## src/hw/rtl/assert_macros.svh

```systemverilog
// Assertion helpers shared by the RTL; each check is disabled while reset is low.
`ifndef ASSERT_MACROS_SVH
`define ASSERT_MACROS_SVH

// Check that an expression holds at every clock edge.
`define ASSERT_ALWAYS(lbl, clk, rst_n, expr, msg) \
    lbl: assert property (@(posedge clk) disable iff (!rst_n) (expr)) else $error(msg);

// Check that a consequent holds in the same cycle as its antecedent.
`define ASSERT_IMPLY(lbl, clk, rst_n, ante, cons, msg) \
    lbl: assert property (@(posedge clk) disable iff (!rst_n) (ante) |-> (cons)) else $error(msg);

// Check that a consequent holds in the cycle after its antecedent.
`define ASSERT_NEXT(lbl, clk, rst_n, ante, cons, msg) \
    lbl: assert property (@(posedge clk) disable iff (!rst_n) (ante) |=> (cons)) else $error(msg);

`endif

```

## src/hw/rtl/tcsq_pkg.sv

```systemverilog
package tcsq_pkg;

    // Fixed port widths of the item fields
    localparam int DATA_W   = 32;
    localparam int CLASS_W  = 2;
    localparam int STATUS_W = 2;
    // Number of per-class empty flags on the result port
    localparam int FLAG_CNT = 3;

    // Operation codes
    localparam logic OP_ENQ = 1'b0;
    localparam logic OP_DEQ = 1'b1;

    // Result status codes
    localparam logic [STATUS_W-1:0] ST_OK    = 2'd0;
    localparam logic [STATUS_W-1:0] ST_EMPTY = 2'd1;
    localparam logic [STATUS_W-1:0] ST_FULL  = 2'd2;

    // Memory strobes from the sequencer to the store
    typedef struct packed {
        logic link_rd;
        logic link_wr;
        logic ent_rd;
        logic ent_wr;
    } t_mem_ctl;

endpackage

```

## src/hw/rtl/three_class_shared_queue.sv

```systemverilog
// Channel   Dir  Handshake                Fields
// input     in   i_in_valid / o_in_stall  i_kind, i_queue_class, i_payload
// result    out  o_out_valid / i_out_stall o_out_payload, o_status, o_class0_empty,
//                                         o_class1_empty, o_class2_empty, o_all_empty
//
// An item is taken in the idle state, which issues the link memory read and, for a
// dequeue, the entry memory read; the execute state then writes the link and entry
// memories as needed and loads the result, following the link read/write pass.
// Reset is synchronous; the free list needs no clearing pass,
// since never-used slots are handed out in order from a counter.
// A stalled result holds the execute state, so input stalls until it can be replaced.
module three_class_shared_queue #(
    parameter int CAPACITY      = 64,
    parameter int PAYLOAD_WIDTH = 32,
    parameter int NUM_CLASSES   = 3
) (
    input  logic                              i_clk,
    input  logic                              i_rst_n,
    input  logic                              i_in_valid,
    output logic                              o_in_stall,
    input  logic                              i_kind,
    input  logic [tcsq_pkg::CLASS_W-1:0]      i_queue_class,
    input  logic [tcsq_pkg::DATA_W-1:0]       i_payload,
    output logic                              o_out_valid,
    input  logic                              i_out_stall,
    output logic [tcsq_pkg::DATA_W-1:0]       o_out_payload,
    output logic [tcsq_pkg::STATUS_W-1:0]     o_status,
    output logic                              o_class0_empty,
    output logic                              o_class1_empty,
    output logic                              o_class2_empty,
    output logic                              o_all_empty
);

    localparam int AW = $clog2(CAPACITY);
    localparam int SW = (PAYLOAD_WIDTH < tcsq_pkg::DATA_W) ? PAYLOAD_WIDTH
                        : tcsq_pkg::DATA_W;

    tcsq_pkg::t_mem_ctl mem_ctl;
    logic [AW-1:0]      link_rd_addr;
    logic [AW-1:0]      link_wr_addr;
    logic [AW-1:0]      link_wr_data;
    logic [AW-1:0]      ent_rd_addr;
    logic [AW-1:0]      ent_wr_addr;
    logic [SW-1:0]      ent_wr_data;
    logic [AW-1:0]      link_rd_data;
    logic [SW-1:0]      ent_rd_data;

    // List sequencer
    tcsq_ctrl #(
        .CAPACITY      (CAPACITY),
        .PAYLOAD_WIDTH (PAYLOAD_WIDTH),
        .NUM_CLASSES   (NUM_CLASSES)
    ) u_ctrl (
        .i_clk          (i_clk),
        .i_rst_n        (i_rst_n),
        .i_in_valid     (i_in_valid),
        .o_in_stall     (o_in_stall),
        .i_kind         (i_kind),
        .i_queue_class  (i_queue_class),
        .i_payload      (i_payload),
        .o_out_valid    (o_out_valid),
        .i_out_stall    (i_out_stall),
        .o_out_payload  (o_out_payload),
        .o_status       (o_status),
        .o_class0_empty (o_class0_empty),
        .o_class1_empty (o_class1_empty),
        .o_class2_empty (o_class2_empty),
        .o_all_empty    (o_all_empty),
        .o_mem_ctl      (mem_ctl),
        .o_link_rd_addr (link_rd_addr),
        .o_link_wr_addr (link_wr_addr),
        .o_link_wr_data (link_wr_data),
        .o_ent_rd_addr  (ent_rd_addr),
        .o_ent_wr_addr  (ent_wr_addr),
        .o_ent_wr_data  (ent_wr_data),
        .i_link_rd_data (link_rd_data),
        .i_ent_rd_data  (ent_rd_data)
    );

    // Shared entry and link store
    tcsq_store #(
        .CAPACITY (CAPACITY),
        .ENTRY_W  (SW)
    ) u_store (
        .i_clk          (i_clk),
        .i_ctl          (mem_ctl),
        .i_link_rd_addr (link_rd_addr),
        .i_link_wr_addr (link_wr_addr),
        .i_link_wr_data (link_wr_data),
        .i_ent_rd_addr  (ent_rd_addr),
        .i_ent_wr_addr  (ent_wr_addr),
        .i_ent_wr_data  (ent_wr_data),
        .o_link_rd_data (link_rd_data),
        .o_ent_rd_data  (ent_rd_data)
    );

endmodule

```

## src/hw/rtl/tcsq_store.sv

```systemverilog
module tcsq_store #(
    parameter int CAPACITY = 64,
    parameter int ENTRY_W  = 32
) (
    input  logic                          i_clk,
    input  tcsq_pkg::t_mem_ctl            i_ctl,
    input  logic [$clog2(CAPACITY)-1:0]   i_link_rd_addr,
    input  logic [$clog2(CAPACITY)-1:0]   i_link_wr_addr,
    input  logic [$clog2(CAPACITY)-1:0]   i_link_wr_data,
    input  logic [$clog2(CAPACITY)-1:0]   i_ent_rd_addr,
    input  logic [$clog2(CAPACITY)-1:0]   i_ent_wr_addr,
    input  logic [ENTRY_W-1:0]            i_ent_wr_data,
    output logic [$clog2(CAPACITY)-1:0]   o_link_rd_data,
    output logic [ENTRY_W-1:0]            o_ent_rd_data
);

    localparam int AW = $clog2(CAPACITY);

    logic [AW-1:0]      r_link [CAPACITY];
    logic [ENTRY_W-1:0] r_ent  [CAPACITY];
    logic [AW-1:0]      r_link_rd;
    logic [ENTRY_W-1:0] r_ent_rd;

    // Link memory: one write port, one registered read port
    always_ff @(posedge i_clk) begin
        if (i_ctl.link_wr) begin
            r_link[i_link_wr_addr] <= i_link_wr_data;
        end
        if (i_ctl.link_rd) begin
            r_link_rd <= r_link[i_link_rd_addr];
        end
    end

    // Entry memory: one write port, one registered read port
    always_ff @(posedge i_clk) begin
        if (i_ctl.ent_wr) begin
            r_ent[i_ent_wr_addr] <= i_ent_wr_data;
        end
        if (i_ctl.ent_rd) begin
            r_ent_rd <= r_ent[i_ent_rd_addr];
        end
    end

    assign o_link_rd_data = r_link_rd;
    assign o_ent_rd_data  = r_ent_rd;

endmodule

```

## src/hw/rtl/tcsq_ctrl.sv

```systemverilog
module tcsq_ctrl #(
    parameter int CAPACITY      = 64,
    parameter int PAYLOAD_WIDTH = 32,
    parameter int NUM_CLASSES   = 3
) (
    input  logic                                   i_clk,
    input  logic                                   i_rst_n,
    // input item channel
    input  logic                                   i_in_valid,
    output logic                                   o_in_stall,
    input  logic                                   i_kind,
    input  logic [tcsq_pkg::CLASS_W-1:0]           i_queue_class,
    input  logic [tcsq_pkg::DATA_W-1:0]            i_payload,
    // result item channel
    output logic                                   o_out_valid,
    input  logic                                   i_out_stall,
    output logic [tcsq_pkg::DATA_W-1:0]            o_out_payload,
    output logic [tcsq_pkg::STATUS_W-1:0]          o_status,
    output logic                                   o_class0_empty,
    output logic                                   o_class1_empty,
    output logic                                   o_class2_empty,
    output logic                                   o_all_empty,
    // store port
    output tcsq_pkg::t_mem_ctl                     o_mem_ctl,
    output logic [$clog2(CAPACITY)-1:0]            o_link_rd_addr,
    output logic [$clog2(CAPACITY)-1:0]            o_link_wr_addr,
    output logic [$clog2(CAPACITY)-1:0]            o_link_wr_data,
    output logic [$clog2(CAPACITY)-1:0]            o_ent_rd_addr,
    output logic [$clog2(CAPACITY)-1:0]            o_ent_wr_addr,
    output logic [((PAYLOAD_WIDTH < tcsq_pkg::DATA_W) ? PAYLOAD_WIDTH
                   : tcsq_pkg::DATA_W)-1:0]        o_ent_wr_data,
    input  logic [$clog2(CAPACITY)-1:0]            i_link_rd_data,
    input  logic [((PAYLOAD_WIDTH < tcsq_pkg::DATA_W) ? PAYLOAD_WIDTH
                   : tcsq_pkg::DATA_W)-1:0]        i_ent_rd_data
);

    localparam int AW  = $clog2(CAPACITY);
    localparam int CW  = $clog2(CAPACITY + 1);
    localparam int TW  = CW + 1;
    localparam int CLW = $clog2(NUM_CLASSES);
    localparam int SW  = (PAYLOAD_WIDTH < tcsq_pkg::DATA_W) ? PAYLOAD_WIDTH
                         : tcsq_pkg::DATA_W;

    localparam logic S_IDLE = 1'b0;
    localparam logic S_EXEC = 1'b1;

    // sequencer and captured item
    logic                          r_state, n_state;
    logic                          r_kind;
    logic [tcsq_pkg::CLASS_W-1:0]  r_cls;
    logic [SW-1:0]                 r_data;

    // list pointers and counts
    logic [AW-1:0] r_head [NUM_CLASSES];
    logic [AW-1:0] n_head [NUM_CLASSES];
    logic [AW-1:0] r_tail [NUM_CLASSES];
    logic [AW-1:0] n_tail [NUM_CLASSES];
    logic [CW-1:0] r_count [NUM_CLASSES];
    logic [CW-1:0] n_count [NUM_CLASSES];
    logic [AW-1:0] r_free_head, n_free_head;
    logic [CW-1:0] r_free_count, n_free_count;
    // slots at or above this mark have never been handed out
    logic [CW-1:0] r_fresh, n_fresh;

    // result register
    logic                              r_out_valid, n_out_valid;
    logic [tcsq_pkg::DATA_W-1:0]       r_out_payload, n_out_payload;
    logic [tcsq_pkg::STATUS_W-1:0]     r_status, n_status;
    logic [tcsq_pkg::FLAG_CNT-1:0]     r_flags, n_flags;
    logic                              r_all_empty, n_all_empty;

    logic          accept;
    logic          in_cls_ok;
    logic [AW-1:0] in_head;
    logic          exec_go;
    logic          cls_ok;
    logic [CLW-1:0] idx;
    logic [CW-1:0] cnt;
    logic [AW-1:0] cur_head;
    logic [AW-1:0] cur_tail;
    logic          enq_ok;
    logic          deq_ok;
    logic          head_fresh;
    logic [TW-1:0] total;

    // Issue memory reads as the item is taken
    assign accept     = (r_state == S_IDLE) && i_in_valid;
    assign o_in_stall = (r_state == S_EXEC);
    assign in_cls_ok  = int'(i_queue_class) < NUM_CLASSES;
    assign in_head    = in_cls_ok ? r_head[CLW'(i_queue_class)] : '0;

    assign o_link_rd_addr = (i_kind == tcsq_pkg::OP_DEQ) ? in_head : r_free_head;
    assign o_ent_rd_addr  = in_head;

    // Decode the held item
    assign exec_go    = (r_state == S_EXEC) && (!r_out_valid || !i_out_stall);
    assign cls_ok     = int'(r_cls) < NUM_CLASSES;
    assign idx        = CLW'(r_cls);
    assign cnt        = cls_ok ? r_count[idx] : '0;
    assign cur_head   = cls_ok ? r_head[idx] : '0;
    assign cur_tail   = cls_ok ? r_tail[idx] : '0;
    assign enq_ok     = (r_kind == tcsq_pkg::OP_ENQ) && cls_ok && (r_free_count != '0);
    assign deq_ok     = (r_kind == tcsq_pkg::OP_DEQ) && cls_ok && (cnt != '0);
    assign head_fresh = (CW'(r_free_head) == r_fresh);

    // Modify list state and write back
    always_comb begin
        n_state       = r_state;
        n_head        = r_head;
        n_tail        = r_tail;
        n_count       = r_count;
        n_free_head   = r_free_head;
        n_free_count  = r_free_count;
        n_fresh       = r_fresh;
        n_out_valid   = r_out_valid && i_out_stall;
        n_out_payload = '0;
        n_status      = tcsq_pkg::ST_OK;
        n_flags       = '1;
        n_all_empty   = 1'b0;

        o_mem_ctl.link_rd = accept;
        o_mem_ctl.ent_rd  = accept && (i_kind == tcsq_pkg::OP_DEQ);
        o_mem_ctl.link_wr = 1'b0;
        o_mem_ctl.ent_wr  = 1'b0;
        o_link_wr_addr    = cur_tail;
        o_link_wr_data    = r_free_head;
        o_ent_wr_addr     = r_free_head;
        o_ent_wr_data     = r_data;

        if (accept) begin
            n_state = S_EXEC;
        end

        if (exec_go) begin
            n_state     = S_IDLE;
            n_out_valid = 1'b1;
            if (enq_ok) begin
                // take a free slot, append it to the class list
                o_mem_ctl.ent_wr = 1'b1;
                if (head_fresh) begin
                    n_free_head = r_free_head + AW'(1);
                    n_fresh     = r_fresh + CW'(1);
                end else begin
                    n_free_head = i_link_rd_data;
                end
                n_free_count = r_free_count - CW'(1);
                if (cnt == '0) begin
                    n_head[idx] = r_free_head;
                end else begin
                    o_mem_ctl.link_wr = 1'b1;
                end
                n_tail[idx]  = r_free_head;
                n_count[idx] = cnt + CW'(1);
            end else if (deq_ok) begin
                // unlink the oldest entry and push its slot on the free list
                o_mem_ctl.link_wr = 1'b1;
                o_link_wr_addr    = cur_head;
                o_link_wr_data    = r_free_head;
                n_out_payload     = tcsq_pkg::DATA_W'(i_ent_rd_data);
                n_head[idx]       = i_link_rd_data;
                n_count[idx]      = cnt - CW'(1);
                n_free_head       = cur_head;
                n_free_count      = r_free_count + CW'(1);
            end else if (r_kind == tcsq_pkg::OP_DEQ) begin
                n_status = tcsq_pkg::ST_EMPTY;
            end else begin
                n_status = tcsq_pkg::ST_FULL;
            end

            for (int k = 0; k < tcsq_pkg::FLAG_CNT; k++) begin
                if (k < NUM_CLASSES) begin
                    n_flags[k] = (n_count[CLW'(k)] == '0);
                end
            end
            n_all_empty = (n_free_count == CW'(CAPACITY));
        end
    end

    // Control state
    always_ff @(posedge i_clk) begin
        if (!i_rst_n) begin
            r_state      <= S_IDLE;
            r_out_valid  <= 1'b0;
            r_free_head  <= '0;
            r_free_count <= CW'(CAPACITY);
            r_fresh      <= '0;
            for (int k = 0; k < NUM_CLASSES; k++) begin
                r_head[k]  <= '0;
                r_tail[k]  <= '0;
                r_count[k] <= '0;
            end
        end else begin
            r_state      <= n_state;
            r_out_valid  <= n_out_valid;
            r_free_head  <= n_free_head;
            r_free_count <= n_free_count;
            r_fresh      <= n_fresh;
            r_head       <= n_head;
            r_tail       <= n_tail;
            r_count      <= n_count;
        end
    end

    // Hold the taken item and the finished result
    always_ff @(posedge i_clk) begin
        if (accept) begin
            r_kind <= i_kind;
            r_cls  <= i_queue_class;
            r_data <= i_payload[SW-1:0];
        end
        if (exec_go) begin
            r_out_payload <= n_out_payload;
            r_status      <= n_status;
            r_flags       <= n_flags;
            r_all_empty   <= n_all_empty;
        end
    end

    assign o_out_valid    = r_out_valid;
    assign o_out_payload  = r_out_payload;
    assign o_status       = r_status;
    assign o_class0_empty = r_flags[0];
    assign o_class1_empty = r_flags[1];
    assign o_class2_empty = r_flags[2];
    assign o_all_empty    = r_all_empty;

    // Occupancy over all lists, for checking only
    always_comb begin
        total = TW'(r_free_count);
        for (int k = 0; k < NUM_CLASSES; k++) begin
            total = total + TW'(r_count[k]);
        end
    end

`include "assert_macros.svh"

    `ASSERT_ALWAYS(a_slots_conserved, i_clk, i_rst_n, total == TW'(CAPACITY), "slot count mismatch")
    `ASSERT_ALWAYS(a_fresh_within_free, i_clk, i_rst_n, (CW'(CAPACITY) - r_fresh) <= r_free_count, "fresh slots exceed free count")
    `ASSERT_NEXT(a_enq_takes_slot, i_clk, i_rst_n, exec_go && enq_ok, r_free_count == $past(r_free_count) - CW'(1), "enqueue did not take a slot")
    `ASSERT_IMPLY(a_all_empty_flags, i_clk, i_rst_n, o_out_valid && o_all_empty, o_class0_empty && o_class1_empty && o_class2_empty, "all-empty with a busy class")
    `ASSERT_IMPLY(a_error_zero_data, i_clk, i_rst_n, o_out_valid && (o_status != tcsq_pkg::ST_OK), o_out_payload == '0, "error result carries data")

endmodule

```

## config.mk

```make
export PLATFORM = sky130hd
export DESIGN_NAME = three_class_shared_queue
export DESIGN_NICKNAME = d
export VERILOG_FILES = /design/src/hw/rtl/tcsq_pkg.sv /design/src/hw/rtl/three_class_shared_queue.sv /design/src/hw/rtl/tcsq_store.sv /design/src/hw/rtl/tcsq_ctrl.sv
export VERILOG_INCLUDE_DIRS = /design/src /design/src/hw/rtl
export SDC_FILE = /design/constraint.sdc
export NUM_CORES = 2
export LEC_CHECK = 0
export BUFFER_PORTS_ARGS = -buffer_cell sky130_fd_sc_hd__buf_2
export CORE_AREA = 2 2 404 406
export CTS_CLUSTER_DIAMETER = 60
export DETAILED_ROUTE_END_ITERATION = 7
export DIE_AREA = 0 0 406 408
export PLACE_DENSITY = 0.79
export SLEW_MARGIN = 20
export SYNTH_ARGS = -nofsm -noshare
export SYNTH_HDL_FRONTEND = slang
export SYNTH_HIERARCHICAL = 1
export SYNTH_SLANG_ARGS = --single-unit
export TNS_END_PERCENT = 1
```

## constraint.sdc

```tcl
create_clock -name i_clk -period 4.8 [get_ports i_clk]
set_clock_uncertainty 0.15 [all_clocks]
set_input_delay 0.24 -clock i_clk [delete_from_list [all_inputs] [get_ports i_clk]]
set_output_delay 0.24 -clock i_clk [all_outputs]
set_load 0.05 [all_outputs]
```

Yosys cells after proc, flatten, opt, wreduce, memory -nomap -nowiden
Memory sizes are Yosys's and may differ from the RTL's. A register that Yosys moved wholly into a read port is not among the register bits.
Cells that the tools add are included.
Widths: inputs -> output; s select.

operators by class
  $add $sub $neg = 6
  magnitude comparators = 5
  equal/unequal tests = 4
  multiplexer cells = 53
  bitwise operators = 6
  reduce and logical (&&, ||, !) cells = 26

operators with widths
  cell                 number
  $mux 6               17
  $mux 21              3
  $bwmux 18            3
  $mux 18              3
  $mux 7               7
  $bwmux 21            2
  $bmux 6 s2           3
  $add 7x1->7 const B  3
  $logic_not 7->1      3
  $bmux 7 s2           1
  $demux 7 s2          1
  $reduce_bool 7->1    2
  $sub 7x1->7 const B  2
  $demux 6 s2          1
  $mux 1               11
  $logic_and 1x1->1    9
  $eq 6x7->1           1
  $eq 7x7->1 const B   1
  $add 6x1->6 const B  1
  $ge 3x3->1 const B   2
  $not 2->3            2
  $reduce_and 2->1     3
  $reduce_and 3->1     2
  $reduce_or 2->1      3
  9 further kinds      14

word-level totals
  register bits = 151
  bits in writable memories = 2432
  output and inout bits = 40
  logic and storage cells = 123
  memories = 2

memories
  memory          words  bits a word  read ports  clocked after Yosys merged registers in  wr ports  line              text
  u_store.r_ent   64     32           1           1                                        1         tcsq_store.sv:20  logic [ENTRY_W-1:0] r_ent [CAPACITY];
  u_store.r_link  64     6            1           1                                        1         tcsq_store.sv:19  logic [AW-1:0] r_link [CAPACITY];

Logic depth before layout (Yosys ltp)
  word-level depth = 12
  gate-level depth with buffers = 16
  depth with buffers taken out = 12

By module
Netlist, hierarchy kept.

by module, submodules not included
  module      times used  cells each  area each (sq um)  sequential area each (sq um)
  tcsq_store  1           4089        93663.6            74171.1
  tcsq_ctrl   1           710         7397.1             3743.6

Least setup slack after synthesis
Ideal clock, no wire load.

  path type = register to register
  from = register u_ctrl.r_cls, in the netlist u_ctrl/idx[0]
  to = memory u_store.r_ent[29][0] (enable)
  library setup time = 0.421 ns
  arrival time = 3.715 ns
  setup slack = 0.514 ns
  stages on the path, launching flop included = 10
  clock period less this slack = 4.286 ns
  cell sequence = edfxtp_1 > buf_4 > and2_4 > a311oi_4 > nand2_1 > inv_1 > buf_1 > nor2b_1 > nand3_1 > nor2_1

RTL lines
  element                 line              text
  from (decl)             tcsq_ctrl.sv:50   logic [tcsq_pkg::CLASS_W-1:0] r_cls;
  from (signal assigned)  tcsq_ctrl.sv:208  r_cls <= i_queue_class;
  to (decl)               tcsq_store.sv:20

Worst setup path in the final report
  from = register u_ctrl.r_cls, in the netlist u_ctrl/idx[0]
  to = memory u_store/r_link[41][3] (netlist bit) (enable)

RTL lines
  element                                     line                                                 text
  $not 2->3 (not written as such)             tcsq_ctrl.sv:99, tcsq_ctrl.sv:100, tcsq_ctrl.sv:101
  $bmux 7 s2                                  tcsq_ctrl.sv:99                                      assign cnt = cls_ok ? r_count[idx] : '0;
  $mux 7 (not written as such) (2 in series)  tcsq_ctrl.sv:99
  $mux 7                                      tcsq_ctrl.sv:99
  $reduce_bool 7->1                           tcsq_ctrl.sv:103                                     assign deq_ok = (r_kind == tcsq_pkg::OP_DEQ) && cls_ok && (cnt != '0);
  $logic_and 1x1->1                           tcsq_ctrl.sv:103
  $mux 6                                      tcsq_ctrl.sv:154                                     end else if (deq_ok) begin
  $mux 6                                      tcsq_ctrl.sv:137                                     if (enq_ok) begin
  $mux 6 *                                    tcsq_ctrl.sv:134                                     if (exec_go) begin
  via link_wr_addr[2]                         three_class_shared_queue.sv:40                       logic [AW-1:0] link_wr_addr;
  to (decl)                                   tcsq_store.sv:19

The timed path passes the listed nets; every way through them passes the cells marked *. The select of a mux whose other input is x is not followed.

==> results_dict.tcl <==
set metrics [dict create \
    status "finished clean" \
    htree_levels 4 \
    r2r_slack_ps 150 \
    stdcell_area_mm2 0.114 \
    path_class "register to register" \
    syn_avg_cell_area_um2 21.1 \
    worst_slew_pin_slew_ps 1180 \
    async_reset_ff_frac 0 \
    first_pass_iters 6 \
    cts_inserted_buffers 240 \
    yosysUniqueCellTypes 79 \
    chipHeight_um 408 \
    ir_drop_uv 428 \
    ctsRootBufferMaster "clkbuf_16" \
    crit_path_start_kind "register" \
    drtAntennaViolNets 0 \
    rows 148 \
    rsz0062_at_grt "true" \
    ys_ff_latch 2621 \
    yosys.area.top_type "edfxtp_1" \
    drc 0 \
    fp.dieArea_mm2 0.166 \
    ios 79 \
    clock_latency_ps 910 \
    synthesis.area_mm2 0.101 \
    clockBufferDepth 3 \
    dp.final_hpwl_um 143000 \
    place_area_mm2 0.106 \
    grt_start_max_net_pins 97 \
    vias_per_cell 7.16 \
    cts_tree "done" \
    synth_most_common_cell "edfxtp_1" \
    setup-violations-final 0 \
    initial_core_util 0.625 \
    routabilityCongestion 0.858 \
    hold_start "i_payload[13]" \
    timing.rr.start "u_ctrl/idx[0]$_DFFE_PP_" \
    synth_edf_count 2542 \
    synth_area_leaders "edfxtp_1 (76%), mux4_2 (13%), dfxtp_1 (1.6%), o22ai_1 (0.90%), mux2i_1 (0.89%)" \
    period_needed_ps 4650 \
    whs_endpoint "u_ctrl/o_ent_wr_data[13]$_DFFE_PP_" \
    holdPathStages 2 \
    cp-end-kind "register" \
    hold_viol_final 0 \
    synth.top_cells.by_count "edfxtp_1 (2542), mux4_2 (600), nor2_1 (177)" \
    powerDensity_mw_per_mm2 402 \
    post-place-ws_ps 308 \
    r2r-end "u_store/r_link[41][3]$_DFFE_PP_" \
    die_w_um 406 \
    post_cts_buffers 0 \
    cp_data_required_time_ps 5130 \
    synth_top_area_frac 0.755 \
    drv_cap 0 \
    cts.clk_slew.worst_paths_ps 70 \
    core_mm2 0.162 \
    wl_per_cell_um 35.4 \
    synth_seq_area_share 0.771 \
    fin_nets 5230 \
    cp_max_fo 14 \
    overflow 0 \
    grt_pass1_vias 54600 \
    synth_flop_cell "edfxtp_1" \
    port_buffers 77 \
    dr_total_vias 54200 \
    syn_inst 4799 \
    fmax_mhz 215 \
    cp.arrival_ps 4980 \
    antenna_found_initial 5 \
    cts.sinks 2621 \
    grt_pass1_wl_um 386000 \
    areaGrowthSynthToFinish_pct 13.2 \
    finalCritPeriodShare 0.968 \
    power_leakage_uw 0.0353 \
    max_slew_margin 0.208 \
    drive_gt1_frac 0.261 \
    drv_slew 0 \
    wl_um 268000 \
    setup_ws_ps 154 \
    syn_nets 4845 \
    track_usage 0.328 \
    ff2ff_path_depth 13 \
    hold_class "input pin to register" \
    drt_iter0_markers 9170 \
    ys_warn_count 6 \
]
==> worst max-delay path: stages (launching register included) <==
cell and delay, ps:
edfxtp_1 620, and2b_4 330, a2bb2oi_2 200, ha_1 240, o211ai_2 150, nor4_4 410
a21o_2 210, nor2_1 120, a211oi_1 290, a21oi_1 180, buf_4 250, nor2b_1 160
nand2_1 370, nor2_1 590
==> cell usage in the layout (no fill, tap or decap), types with 17 or more instances in the layout <==
cell and instances:
and3_1 24, o221ai_1 45, o22ai_1 146, nor2_4 65, nor4_1 24, o21ai_0 38
dfxtp_1 73, mux2i_1 90, nor2b_1 45, nand2_1 159, a31oi_1 18, clkinv_1 59
clkbuf_1 58, a21oi_1 67, clkbuf_16 241, clkinv_2 49, buf_2 77, nand3_1 55
a21boi_0 17, edfxtp_1 2542, nor3_1 34, bufinv_16 18, a22oi_1 42, buf_12 49
dlygate4sd3_1 69, nor2_1 111, buf_4 219, and2_1 52, o211a_1 23, xnor2_1 20
mux4_2 600
==> routing by layer <==
metal / vias to the layer above / global-route usage / share of wire / routed length, um
met1: 27800 / 0.447 / 0.34 / 91600
li1: 20900 / - / - / -
met3: 788 / 0.0781 / 0.13 / 33500
met5: - / 0 / 0.00010 / 27
met2: 4778 / 0.512 / 0.48 / 129000
met4: 4 / 0.147 / 0.050 / 13400
==> cells by family after synthesis <==
group,after synthesis,synth area share
XOR/XNOR,29,0.00251
AO/OA/AOI/OAI,512,0.0354
flip-flops,2621,0.771
other,1,0.0000371
multiplexers,705,0.144
adder cells (fa/ha/maj),7,0.000867
buffers and inverters,284,0.0146
AND/OR/NAND/NOR,640,0.0311
==> how the worst max path moves through the flow <==
stage                                  from  slack [ps]  cells after the start                              end
finish              u_ctrl/idx[0]$_DFFE_PP_         150                     13  u_store/r_link[41][3]$_DFFE_PP_
detailed placement  u_ctrl/idx[0]$_DFFE_PP_         310                     12   u_store/r_link[5][3]$_DFFE_PP_
floorplan           u_ctrl/idx[0]$_DFFE_PP_         510                      9   u_store/r_ent[29][0]$_DFFE_PP_
CTS                 u_ctrl/idx[1]$_DFFE_PP_         280                     10  u_store/r_link[41][4]$_DFFE_PP_
global placement    u_ctrl/idx[0]$_DFFE_PP_         460                     12   u_store/r_link[5][4]$_DFFE_PP_
global route        u_ctrl/idx[0]$_DFFE_PP_         -40                     12  u_store/r_link[45][5]$_DFFE_PP_
==> registers in the layout, indices dropped and copies added, names as in the netlist, 2 cells and up <==
register / cells
u_store/o_link_rd_data: 6
u_store/o_ent_rd_data: 32
u_ctrl/r_fresh: 7
u_ctrl/r_tail: 18
u_ctrl/o_out_payload: 32
u_ctrl/idx: 2
u_ctrl/o_ent_wr_addr: 6
u_ctrl/o_ent_wr_data: 32
u_ctrl/r_head: 18
u_ctrl/r_free_count: 7
u_ctrl/r_count: 21
u_store/r_ent: 2048
u_ctrl/o_status: 2
u_ctrl/r_flags: 2
u_store/r_link: 384
==> power by group <==
part           internal [uW]  switching [uW]
clock                  10300            8520
sequential             25300             103
combinational            568            1240
total                  36100            9860
==> metrics by stage <==
step           hold WS, ps  setup TNS (ps)  power (uW)  utilization  std cells
2_1_floorplan          189               0       26900            -       4799
3_3_place_gp           267               0       27500        0.655       7047
3_5_place_dp           268               0       27500        0.655       7047
4_1_cts               5.47               0       46000        0.707       7566
5_1_grt               35.4            -941       47000        0.707       7567
6_report              64.1               0       45900        0.707       7571
==> final cells by class <==
cell class / count / area [um2]
Clock inverter: 150 / 1430
Multi-Input combinational cell: 1894 / 22300
Clock buffer: 300 / 6260
Timing Repair Buffer: 414 / 3700
Inverter: 13 / 48.8
Sequential cell: 2621 / 77900
Fill cell: 8844 / 47300
Antenna cell: 4 / 10.0
Tap cell: 2175 / 2720
==> what timing repair did <==
item / 4_1_cts / 5_1_grt
resized for setup: 0 / 3
endpoints found under the setup margin: 0 / 44
hold buffers: 69 / 0
endpoints found under the hold margin: 74 / 0
(Power assumes the default switching activity.)
